`config.mk`:
```
export PLATFORM = sky130hd
export DESIGN_NAME = hung_ctrl
export DESIGN_NICKNAME = d
export VERILOG_FILES = /design/src/rtl/hung_pkg.sv /design/src/rtl/hung_ctrl.sv
export SDC_FILE = /design/constraint.sdc
export NUM_CORES = 1
export LEC_CHECK = 0
export BUFFER_PORTS_ARGS = -buffer_cell sky130_fd_sc_hd__buf_4
export CORE_AREA = 2 2 39 41
export DETAILED_ROUTE_END_ITERATION = 8
export DIE_AREA = 0 0 41 43
export PLACE_DENSITY_LB_ADDON = 0.1
export SLEW_MARGIN = 20
export SYNTH_ARGS = -nofsm -noshare
export SYNTH_HDL_FRONTEND = slang
export SYNTH_SLANG_ARGS = --single-unit
export TNS_END_PERCENT = 30
```
`constraint.sdc`:
```
create_clock -name i_clk -period 2.1 [get_ports i_clk]
set_clock_uncertainty 0.1 [all_clocks]
set_input_delay 0.525 -clock i_clk [delete_from_list [all_inputs] [get_ports i_clk]]
set_output_delay 0.525 -clock i_clk [all_outputs]
set_load 0.02 [all_outputs]
```
`src/rtl/hung_pkg.sv`:
```
// Package: shared types, constants and the controller-to-datapath command and status structs.
package hung_pkg;

    localparam int MAX_ROWS_DEF   = 16;
    localparam int MAX_COLS_DEF   = 16;
    localparam int COST_WIDTH_DEF = 16;
    localparam int POT_WIDTH_DEF  = 32;
    localparam int DIM_W          = 5;
    localparam int IDX_W          = 4;
    localparam int ENTRY_W        = 16;
    localparam int TOTAL_W        = 20;
    localparam logic REG_ROWS     = 1'b0;
    localparam logic REG_COLS     = 1'b1;

    typedef enum logic [3:0] {
        ST_IDLE,
        ST_CLEAR,
        ST_AUG_INIT,
        ST_SCAN,
        ST_SCAN_END,
        ST_UPDATE,
        ST_NEXT,
        ST_BACK,
        ST_ROW_NEXT,
        ST_EMIT,
        ST_EMIT_WAIT
    } t_state;

    typedef struct packed {
        logic clear_all;
        logic aug_init;
        logic scan_start;
        logic scan_step;
        logic update_step;
        logic next_col;
        logic back_step;
        logic emit_load;
        logic emit_step;
    } t_cmd;

    typedef struct packed {
        logic scan_done;
        logic abort;
        logic path_open;
        logic update_done;
        logic back_done;
        logic emit_done;
    } t_status;

endpackage

```
`src/rtl/hung_ctrl.sv`:
```
// Controller: sequences clearing, augmentation search, potential update, path flip and output.
module hung_ctrl (
    input  logic             i_clk,
    input  logic             i_rst_n,
    input  logic             i_start,
    input  logic             i_last_row,
    input  logic             i_out_free,
    input  hung_pkg::t_status i_status,
    output hung_pkg::t_cmd   o_cmd,
    output logic             o_row_next,
    output logic             o_busy
);
    import hung_pkg::*;

    t_state r_state, n_state;

    always_ff @(posedge i_clk) begin
        if (!i_rst_n) begin
            r_state <= ST_IDLE;
        end else begin
            r_state <= n_state;
        end
    end

    always_comb begin
        n_state    = r_state;
        o_cmd      = '0;
        o_row_next = 1'b0;
        o_busy     = 1'b1;
        unique case (r_state)
            ST_IDLE: begin
                o_busy = 1'b0;
                if (i_start) begin
                    o_cmd.clear_all = 1'b1;
                    n_state = ST_CLEAR;
                end
            end
            ST_CLEAR: begin
                n_state = ST_AUG_INIT;
            end
            ST_AUG_INIT: begin
                if (i_last_row) begin
                    o_cmd.emit_load = 1'b1;
                    n_state = ST_EMIT;
                end else begin
                    o_cmd.aug_init = 1'b1;
                    n_state = ST_SCAN;
                end
            end
            ST_SCAN: begin
                o_cmd.scan_start = 1'b1;
                n_state = ST_SCAN_END;
            end
            ST_SCAN_END: begin
                o_cmd.scan_step = 1'b1;
                if (i_status.scan_done) begin
                    n_state = ST_UPDATE;
                end
            end
            ST_UPDATE: begin
                if (i_status.abort) begin
                    n_state = ST_ROW_NEXT;
                end else begin
                    o_cmd.update_step = 1'b1;
                    if (i_status.update_done) begin
                        n_state = ST_NEXT;
                    end
                end
            end
            ST_NEXT: begin
                o_cmd.next_col = 1'b1;
                if (i_status.path_open) begin
                    n_state = ST_SCAN;
                end else begin
                    n_state = ST_BACK;
                end
            end
            ST_BACK: begin
                o_cmd.back_step = 1'b1;
                if (i_status.back_done) begin
                    n_state = ST_ROW_NEXT;
                end
            end
            ST_ROW_NEXT: begin
                o_row_next = 1'b1;
                n_state = ST_AUG_INIT;
            end
            ST_EMIT: begin
                if (i_out_free) begin
                    o_cmd.emit_step = 1'b1;
                    if (i_status.emit_done) begin
                        n_state = ST_EMIT_WAIT;
                    end
                end
            end
            ST_EMIT_WAIT: begin
                if (i_out_free) begin
                    n_state = ST_IDLE;
                end
            end
            default: begin
                n_state = ST_IDLE;
            end
        endcase
    end

endmodule

```
==> results of run 1 <==
==> worst max path at each step <==
stage,startpoint,slack (ns),end
after floorplan,r_state[0]$_SDFFE_PN0P_,0.07,o_cmd[7]
after global placement,i_start,0.33,r_state[3]$_SDFFE_PN0P_
after detailed placement,i_start,0.33,r_state[0]$_SDFFE_PN0P_
final,r_state[3]$_SDFFE_PN0P_,0.12,o_cmd[4]
after global routing,r_state[0]$_SDFFE_PN0P_,0.008,o_cmd[7]
after CTS,r_state[0]$_SDFFE_PN0P_,0.12,o_cmd[1]
==> per-layer routing <==
metal  part of all wire  up-vias  global-route usage
li1                   -      274                   -
met1               0.48      230               0.199
met2               0.46       13               0.213
met3              0.055        0              0.0314
met4                  0        0              0.0800
met5                  0        -                   0
==> per-stage QoR <==
| step | cells | hold slack [ns] | utilization |
|---|---|---|---|
| final | 102 | 0.476 | 0.474 |
| after CTS | 102 | 0.477 | 0.474 |
| after global placement | 99 | 0.468 | 0.458 |
| after detailed placement | 99 | 0.472 | 0.458 |
| after floorplan | 61 | 0.555 | - |
| after global routing | 102 | 0.505 | 0.474 |
==> power by group <==
group / internal, uW / switching [uW]
Sequential: 98.0 / 32.5
Combinational: 202 / 222
Clock: 63.8 / 29.8
==> cells by family after synthesis <==
logic type | synth area share
mux | 0.0933
buf+inv | 0.0583
flops | 0.187
simple gates | 0.452
compound gates | 0.210
==> tightest hold or removal path: stages, from the launching register on <==
cell and delay [ns]:
sky130_fd_sc_hd__dfxtp_1 0.37, sky130_fd_sc_hd__nand2_1 0.09, sky130_fd_sc_hd__mux2i_1 0.06
==> area by class of cell <==
| cell class | instances | area share |
|---|---|---|
| Sequential cell | 4 | 0.122 |
| Timing Repair Buffer | 26 | 0.298 |
| Tap cell | 16 | 0.0305 |
| Clock buffer | 3 | 0.0344 |
| Inverter | 2 | 0.0115 |
| Multi-Input combinational cell | 51 | 0.504 |
==> cell usage after synthesis, types with 2 or more instances <==
master / count / share of area
sky130_fd_sc_hd__nand4bb_1: 3 / 0.079
sky130_fd_sc_hd__and2_1: 2 / 0.029
sky130_fd_sc_hd__clkbuf_1: 2 / 0.017
sky130_fd_sc_hd__dfxtp_1: 4 / 0.19
sky130_fd_sc_hd__a21oi_1: 3 / 0.035
sky130_fd_sc_hd__nor3_1: 5 / 0.058
sky130_fd_sc_hd__nand2b_1: 2 / 0.029
sky130_fd_sc_hd__o21ai_0: 3 / 0.035
sky130_fd_sc_hd__nand2_1: 7 / 0.061
sky130_fd_sc_hd__inv_1: 2 / 0.017
sky130_fd_sc_hd__nor2_1: 7 / 0.061
sky130_fd_sc_hd__o211ai_1: 2 / 0.035
sky130_fd_sc_hd__mux2i_1: 4 / 0.093
sky130_fd_sc_hd__buf_2: 2 / 0.023
==> metrics.md, run 1 <==
| Metric | Value |
|---|---|
| Outcome | `finished clean` |
| Number of distinct library cells after synthesis | `27` |
| Buffer and inverter count on the worst path | `1` |
| Maximum number of pins on one net before global-route repair | `12` |
| Setup Crit Path Kind | `reg -> out` |
| Post-Synthesis Net Count | `72` |
| Number of enable flip-flop cells after synthesis | `0` |
| Area of the core region | `1380 sq um` |
| Logic depth of the worst path, buffers included | `3` |
| Share of synthesized registers carrying an async set or reset | `0` |
| Synthesized netlist cell count | `61` |
| # H-tree levels | `1` |
| Synthesis-to-finish area growth | `52.8%` |
| Area taken by multi-input logic gates | `330 sq um` |
| First-pass GRT wire length | `1800 um` |
| Width of the die | `between 40 and 50 um` |
| Synthesized area per cell | `7.04 sq um` |
| Mapped cell area | `between 400 and 500 sq um` |
| Final wirelength | `~1100 um` |
| Routed length per instance | `11.2 um` |
| Measured slew at the worst slew-check pin | `between 0.3 and 0.4 ns` |
| Worst R2R End | `r_state[0]$_SDFFE_PN0P_` |
| Ports | `22` |
| Sum Neg Setup Slack | `0 ns` |
| Most used DFF post-synth | `sky130_fd_sc_hd__dfxtp_1` |
| FF+latch count, synth | `4` |
| Flip-flop and latch area | `around 80 sq um` |
| Critical path fanouts, max | `10` |
| Worst setup timing slack at the placement stage | `between 0.3 and 0.4 ns` |
| Fmax | `between 500 and 600 MHz` |
| Commonest non-fill, non-tap cells in the layout | `sky130_fd_sc_hd__buf_4, sky130_fd_sc_hd__nand2_1, sky130_fd_sc_hd__nor2_1` |
| WP data arrival | `1.35 ns` |
| Setup repair after global routing missed its margin | `false` |
| Final GP Congestion | `slightly above 0.7` |
| Cell count of the worst hold path | `2` |
| Cells on worst reg2reg path | `5` |
| Number of max-cap violations | `0` |
| Post-layout minimum cycle time | `just under 2 ns` |
| Rows | `14` |
| Die Y | `between 40 and 50 um` |
| Via count of the first global-routing pass | `between 400 and 500` |
| Number of failing hold endpoints at the final stage | `0` |
| Critical Path Sink Type | `output port` |
| Max reg flops | `4` |
| Post-CTS resize count | `0` |
| Endpoint of the worst hold path | `r_state[0]$_SDFFE_PN0P_` |
| Setup violations, final | `0` |
| Post-detailed-route DRC marker count | `0` |
| Min-Delay Path Class | `reg -> reg` |
| Final instance area | `approximately 660 sq um` |
| Warnings, synthesis | `0` |
| Total Power Consumption | `about 650 uW` |
| Commonest non-fill, non-tap cell in the layout | `sky130_fd_sc_hd__buf_4` |
| R2R Path Start | `r_state[0]$_SDFFE_PN0P_` |
| Clk slew on worst S/H paths | `0.03 ns` |
| Net total in the final layout | `between 90 and 100` |
| Antenna violations before repair | `0` |
| Count of buffers inserted at the top-level ports | `21` |
| Post-synthesis sequential area ratio | `0.187` |
| Static Leakage | `roughly 0.00028 uW` |
| Maximum buffer depth of the clock tree | `2` |
| Post-route worst setup slack | `between 0.1 and 0.15 ns` |
| Buffer count from post-CTS setup fixing | `0` |
| Number of hold buffers added after cts | `0` |
| P per Cell Area | `a little under 1000 nW/um^2` |
| GRT Total Usage | `0.148` |
| Ratio of cells with drive above 1 in the final layout | `0.372` |
| Startpoint of the worst hold path | `r_state[0]$_SDFFE_PN0P_` |
| Root buffer cell | `sky130_fd_sc_hd__clkbuf_4` |
| Cell type of the slowest stage on the worst timing path | `sky130_fd_sc_hd__dfxtp_1` |
| Number of CTS-inserted buffers | `3` |
| First DRT Iteration DRCs | `5` |
| Number of slew-limit violations in the final report | `0` |
| Tightest slew margin relative to the limit | `0.783` |
| Remaining antenna violation count after routing | `0` |
| Final critical-path share of the clock period | `0.941` |
| Worst setup SP type | `flop` |
| Clock latency on the worst-skew pair | `between 0.2 and 0.25 ns` |
| Cells along the critical path | `nand2b_2, nor3_1, buf_4` |
| Maximum VDD drop | `~0.36 mV` |
| First-pass DRT Iterations | `4` |
| DP HPWL | `869 um` |
| Cell area after placement | `about 630 sq um` |
| R2R setup slack | `~0.32 ns` |
| Number of fill cells in the layout | `between 150 and 200` |
| Cell type group with the largest total delay on the critical path | `simple AND/OR/NAND/NOR gates` |
| Total gr overflow | `0` |
| Vias per std cell | `5.07` |
| Critical Path RT | `about 1.5 ns` |
| Die area | `between 1500 and 2000 sq um` |
| Starting utilization of the core area | `0.310` |
| Antenna diodes | `0` |
| Clock tree from TritonCTS | `done` |
| Delay of the slowest cell on the worst path | `just under 0.4 ns` |
| Number of vias in the routed layout | `roughly 520` |
| Top Registers | `r_state x4` |
| Register containing the most flip-flops in the final layout | `r_state` |
| Clock sink count | `4` |
Power figures use the tool's default switching activity.
==> run 2: changes to the inputs <==
- HOLD_SLACK_MARGIN: not set -> 0.05
- REMOVE_ABC_BUFFERS: not set -> 1
==> run 2 against run 1 <==
Against the previous run: count of clock-buffer cells in the layout unchanged; register-to-register slack better by 0.12 ns; cell count unchanged; sequential share of layout area increased by 0.12 points; first-iteration DRC count is the same; combinational power rose by 3%; sequential power down 8%; routed wire length grew 5.4%; via count is 1.4% higher; critical path type unchanged; critical endpoint unchanged; highest routed layer unchanged.
==> metrics.md, run 2 (synthesis results as in run 1) <==
| Metric | Value |
|---|---|
| R2R Path Start | `r_state[0]$_SDFFE_PN0P_` |
| Setup violations, final | `0` |
| Cell count of the worst hold path | `2` |
| Sum Neg Setup Slack | `0 ns` |
| Number of hold buffers added after cts | `0` |
| Tightest slew margin relative to the limit | `0.775` |
| Critical path fanouts, max | `9` |
| Measured slew at the worst slew-check pin | `approximately 0.33 ns` |
| R2R setup slack | `0.44 ns` |
| # H-tree levels | `1` |
| Ratio of cells with drive above 1 in the final layout | `0.360` |
| Number of CTS-inserted buffers | `3` |
| Register containing the most flip-flops in the final layout | `r_state` |
| Commonest non-fill, non-tap cell in the layout | `sky130_fd_sc_hd__buf_4` |
| Area of the core region | `~1400 sq um` |
| Remaining antenna violation count after routing | `0` |
| Die area | `approximately 1800 sq um` |
| Number of vias in the routed layout | `about 520` |
| Maximum buffer depth of the clock tree | `2` |
| Ports | `22` |
| Final worst hold slack | `0.493 ns` |
| Non-Filler Instances | `between 100 and 150` |
| Post-CTS resize count | `0` |
| Root buffer cell | `sky130_fd_sc_hd__clkbuf_4` |
| Worst R2R End | `r_state[1]$_SDFFE_PN0P_` |
| Final critical-path share of the clock period | `0.934` |
| Cell type of the slowest stage on the worst timing path | `sky130_fd_sc_hd__dfxtp_1` |
| Maximum number of pins on one net before global-route repair | `18` |
| Post-layout utilization of the core | `0.469` |
| Critical Path Sink Type | `output port` |
| Cell type group with the largest total delay on the critical path | `flip-flops` |
| WP data arrival | `around 1.3 ns` |
| First-pass DRT Iterations | `3` |
| First-pass GRT wire length | `slightly above 2000 um` |
| Delay of the slowest cell on the worst path | `~0.50 ns` |
| Net total in the final layout | `99` |
| First DRT Iteration DRCs | `5` |
| Endpoint of the worst hold path | `r_state[2]$_SDFFE_PN0P_` |
| Critical Path RT | `between 1 and 1.5 ns` |
| Outcome | `finished clean` |
| Commonest non-fill, non-tap cells in the layout | `sky130_fd_sc_hd__buf_4, sky130_fd_sc_hd__nand2_1, sky130_fd_sc_hd__nor2_1` |
| Worst setup SP type | `flop` |
| Setup repair after global routing missed its margin | `false` |
| DP HPWL | `just under 900 um` |
| Buffer and inverter count on the worst path | `1` |
| Buffer count from post-CTS setup fixing | `0` |
| Total Power Consumption | `around 650 uW` |
| Static Leakage | `approximately 0.00028 uW` |
| Startpoint of the worst hold path | `r_state[2]$_SDFFE_PN0P_` |
| Total placed cells including tap cells | `99` |
| Antenna diodes | `0` |
| Via count of the first global-routing pass | `~490` |
| Clock latency on the worst-skew pair | `about 0.23 ns` |
| Post-layout minimum cycle time | `between 1.5 and 2 ns` |
| Min-Delay Path Class | `reg -> reg` |
| Fmax | `about 500 MHz` |
| Routed length per instance | `11.8 um` |
| Synthesis-to-finish area growth | `51.3%` |
| Cells on worst reg2reg path | `5` |
| Width of the die | `a little over 40 um` |
| Total gr overflow | `0` |
| Starting utilization of the core area | `0.310` |
| Clock tree from TritonCTS | `done` |
| Clk slew on worst S/H paths | `roughly 0.040 ns` |
| Final wirelength | `between 1000 and 1500 um` |
| Number of failing hold endpoints at the final stage | `0` |
| Maximum VDD drop | `around 0.4 mV` |
| Setup Crit Path Kind | `reg -> out` |
| Antenna violations before repair | `0` |
| Number of max-cap violations | `0` |
| Die Y | `43 um` |
| Cells along the critical path | `nand2b_2, nor3_1, buf_4` |
| Max reg flops | `4` |
| Number of slew-limit violations in the final report | `0` |
| P per Cell Area | `around 1000 nW/um^2` |
| GRT Total Usage | `0.164` |
| Top Registers | `r_state x4` |
| Clock sink count | `4` |
| Vias per std cell | `~5.1` |
| Post-detailed-route DRC marker count | `0` |
| Final GP Congestion | `0.720` |
| Rows | `14` |
| Count of buffers inserted at the top-level ports | `21` |
[run 2: layout make-up]
type                       count  area (sq um)
clock buffer                   3          22.5
fill                         157           734
inverter                       2          7.51
multi-input combinational     51           324
tap                           16          20.0
timing repair buffer          26           195
sequential                     4          80.1
[run 2: worst register-to-register path, stage by stage, from the launching register on]
cell,delay (ns)
sky130_fd_sc_hd__dfxtp_1,0.32
sky130_fd_sc_hd__buf_4,0.16
sky130_fd_sc_hd__or3_1,0.36
sky130_fd_sc_hd__a211oi_1,0.24
sky130_fd_sc_hd__a221o_2,0.23
sky130_fd_sc_hd__mux2i_1,0.19
[run 2: report_power, final]
group          leakage, uW  total (uW)  internal, uW  switching (uW)
clock            0.0000138        97.8          64.1            33.7
sequential       0.0000327         119          97.8            21.4
combinational     0.000235         435           199             236
[run 2: worst max path at each step]
stage	from	end	slack, ns	cells after the start
6_report	r_state[2]$_SDFFE_PN0P_	o_cmd[4]	0.14	3
5_1_grt	r_state[2]$_SDFFE_PN0P_	o_cmd[4]	0.03	3
4_1_cts	r_state[2]$_SDFFE_PN0P_	o_cmd[1]	0.12	3
3_5_place_dp	i_start	r_state[3]$_SDFFE_PN0P_	0.33	5
3_3_place_gp	i_start	r_state[0]$_SDFFE_PN0P_	0.36	5
2_1_floorplan	r_state[1]$_SDFFE_PN0P_	o_cmd[1]	-0.14	2
[run 2: metal layers]
layer  up-vias  track usage  share of wire
met5         -            0              0
met4         0        0.100              0
met3         0            0          0.026
met2         9        0.241           0.50
met1       239        0.229           0.47
li1        276            -              -
[run 2: stage by stage]
stage	cell area [sq um]	setup slack [ns]
2_1_floorplan	412	-0.142
3_3_place_gp	627	0.360
3_5_place_dp	627	0.329
4_1_cts	649	0.118
5_1_grt	649	0.0326
6_report	649	0.138
==> run 3: changes to the inputs <==
- PLACE_DENSITY_LB_ADDON: 0.1 -> 0.15
- SLEW_MARGIN: 20 -> 5
==> run 3 against run 2 <==
Against the previous run: register-to-register slack got worse by 0.03 ns; fmax down 0.36%; count of clock-buffer cells in the layout is the same; cell count fell by 2.9%; power down 3.1%; critical path type unchanged; via count is 2.1% lower; critical path depth is the same; clock power fell by 3.1%; combinational power fell by 4.8%.
==> metrics.md, run 3 (synthesis results as in run 1) <==
| Metric | Value |
|---|---|
| Fmax | `a little over 500 MHz` |
| Net total in the final layout | `96` |
| Ports | `22` |
| Post-layout minimum cycle time | `~2 ns` |
| Max reg flops | `4` |
| Total gr overflow | `0` |
| Share of total power in combinational logic | `0.655` |
| First-pass DRT Iterations | `4` |
| First-pass GRT wire length | `1810 um` |
| Measured slew at the worst slew-check pin | `~0.35 ns` |
| Maximum VDD drop | `0.450 mV` |
| Switching Fraction | `0.449` |
| Critical Path Sink Type | `output port` |
| Net switching power figure | `roughly 280 uW` |
| Final critical-path share of the clock period | `0.938` |
| Number of failing hold endpoints at the final stage | `0` |
| Width of the die | `41 um` |
| Die area | `~1800 sq um` |
| # H-tree levels | `1` |
| Via count of the first global-routing pass | `~440` |
| Post-layout utilization of the core | `0.455` |
| Count of buffers inserted at the top-level ports | `21` |
| Clock sink count | `4` |
| DP HPWL | `about 800 um` |
| Rows | `14` |
| Setup repair after global routing missed its margin | `false` |
| Setup Crit Path Kind | `reg -> out` |
| Static Leakage | `~0.00027 uW` |
| Critical Path RT | `~1.5 ns` |
| Root buffer cell | `sky130_fd_sc_hd__clkbuf_4` |
| Number of vias in the routed layout | `roughly 500` |
| Number of hold buffers added after cts | `0` |
| Post-detailed-route DRC marker count | `0` |
| Commonest non-fill, non-tap cells in the layout | `sky130_fd_sc_hd__buf_4, sky130_fd_sc_hd__nand2_1, sky130_fd_sc_hd__nor2_1` |
| Final worst hold slack | `between 0.4 and 0.5 ns` |
| Internal power of the cells | `348 uW` |
| Number of fill cells in the layout | `~160` |
| Starting utilization of the core area | `0.310` |
| Area of the core region | `between 1000 and 1500 sq um` |
| Clock latency on the worst-skew pair | `between 0.2 and 0.25 ns` |
| Reg power frac | `0.195` |
| Number of slew-limit violations in the final report | `0` |
| Register containing the most flip-flops in the final layout | `r_state` |
| Min-Delay Path Class | `reg -> reg` |
| Remaining antenna violation count after routing | `0` |
| Ratio of cells with drive above 1 in the final layout | `0.361` |
| Die Y | `approximately 43 um` |
| Vias per std cell | `roughly 5.2` |
| Number of max-cap violations | `0` |
| WP data arrival | `1.34 ns` |
| Final wirelength | `roughly 1100 um` |
| Maximum buffer depth of the clock tree | `2` |
| Setup violations, final | `0` |
| Top Registers | `r_state x4` |
| Antenna violations before repair | `0` |
| Tightest slew margin relative to the limit | `0.761` |
| GRT Total Usage | `0.145` |
| Routed length per instance | `11.2 um` |
| Antenna diodes | `0` |
| Clk slew on worst S/H paths | `0.04 ns` |
| Critical path fanouts, max | `16` |
| Number of CTS-inserted buffers | `3` |
| Synthesis-to-finish area growth | `46.6%` |
| Outcome | `finished clean` |
| Worst setup SP type | `flop` |
| Maximum number of pins on one net before global-route repair | `18` |
| Clock tree from TritonCTS | `done` |
| First DRT Iteration DRCs | `6` |
| Clock network power share | `0.150` |
| Final GP Congestion | `between 0.7 and 0.8` |
| P per Cell Area | `between 1000 and 1500 nW/um^2` |
| Commonest non-fill, non-tap cell in the layout | `sky130_fd_sc_hd__buf_4` |
## run 3: final timing paths
kind / start / cells past startpoint / endpoint / slack, ns
hold reg to reg: r_state[2]$_SDFFE_PN0P_ / 2 / r_state[2]$_SDFFE_PN0P_ / 0.49
setup reg to reg: r_state[0]$_SDFFE_PN0P_ / 5 / r_state[3]$_SDFFE_PN0P_ / 0.41
setup / recovery: r_state[3]$_SDFFE_PN0P_ / 3 / o_cmd[4] / 0.13
hold / removal: r_state[2]$_SDFFE_PN0P_ / 2 / r_state[2]$_SDFFE_PN0P_ / 0.49
## run 3: area by class of cell
class,count,area [sq um],area share
timing repair buffer,23,173,0.274
inverter,2,7.51,0.0119
multi-input combinational,51,324,0.515
clock buffer,3,22.5,0.0358
tap,16,20.0,0.0318
sequential,4,82.6,0.131
## run 3: stage by stage
stage,setup WS (ns),TNS [ns],area (sq um),power (uW),cells
2_1_floorplan,-0.142,-0.142,412,389,57
3_3_place_gp,0.259,0,604,539,96
3_5_place_dp,0.208,0,604,538,96
4_1_cts,0.122,0,629,640,99
5_1_grt,0.0555,0,629,689,99
6_report,0.131,0,629,632,99
## run 3: repair_timing
item                                   CTS  global route
resized for setup                        2             0
endpoints found under the hold margin    0             0
setup endpoints to repair                2             0
setup buffers                            0             0
## run 3: power groups by stage
| stage | sequential (uW) | clock [uW] | combinational, uW |
|---|---|---|---|
| 5_1_grt | 129 | 107 | 454 |
| 3_5_place_dp | 124 | 0 | 415 |
| 6_report | 123 | 94.8 | 414 |
| 2_1_floorplan | 160 | 0 | 230 |
| 3_3_place_gp | 122 | 0 | 417 |
| 4_1_cts | 124 | 99.1 | 417 |
## run 3: per-layer routing
layer  share of wire  track usage
met1            0.48        0.188
met2            0.45        0.222
met3           0.046            0
met4           0.021        0.100
met5               0            0
## run 3: worst max-delay path, cell delays in order (launching register included)
cell                       delay (ns)
sky130_fd_sc_hd__dfxtp_2         0.39
sky130_fd_sc_hd__nand2b_2        0.24
sky130_fd_sc_hd__nor3_1          0.27
sky130_fd_sc_hd__buf_4           0.20
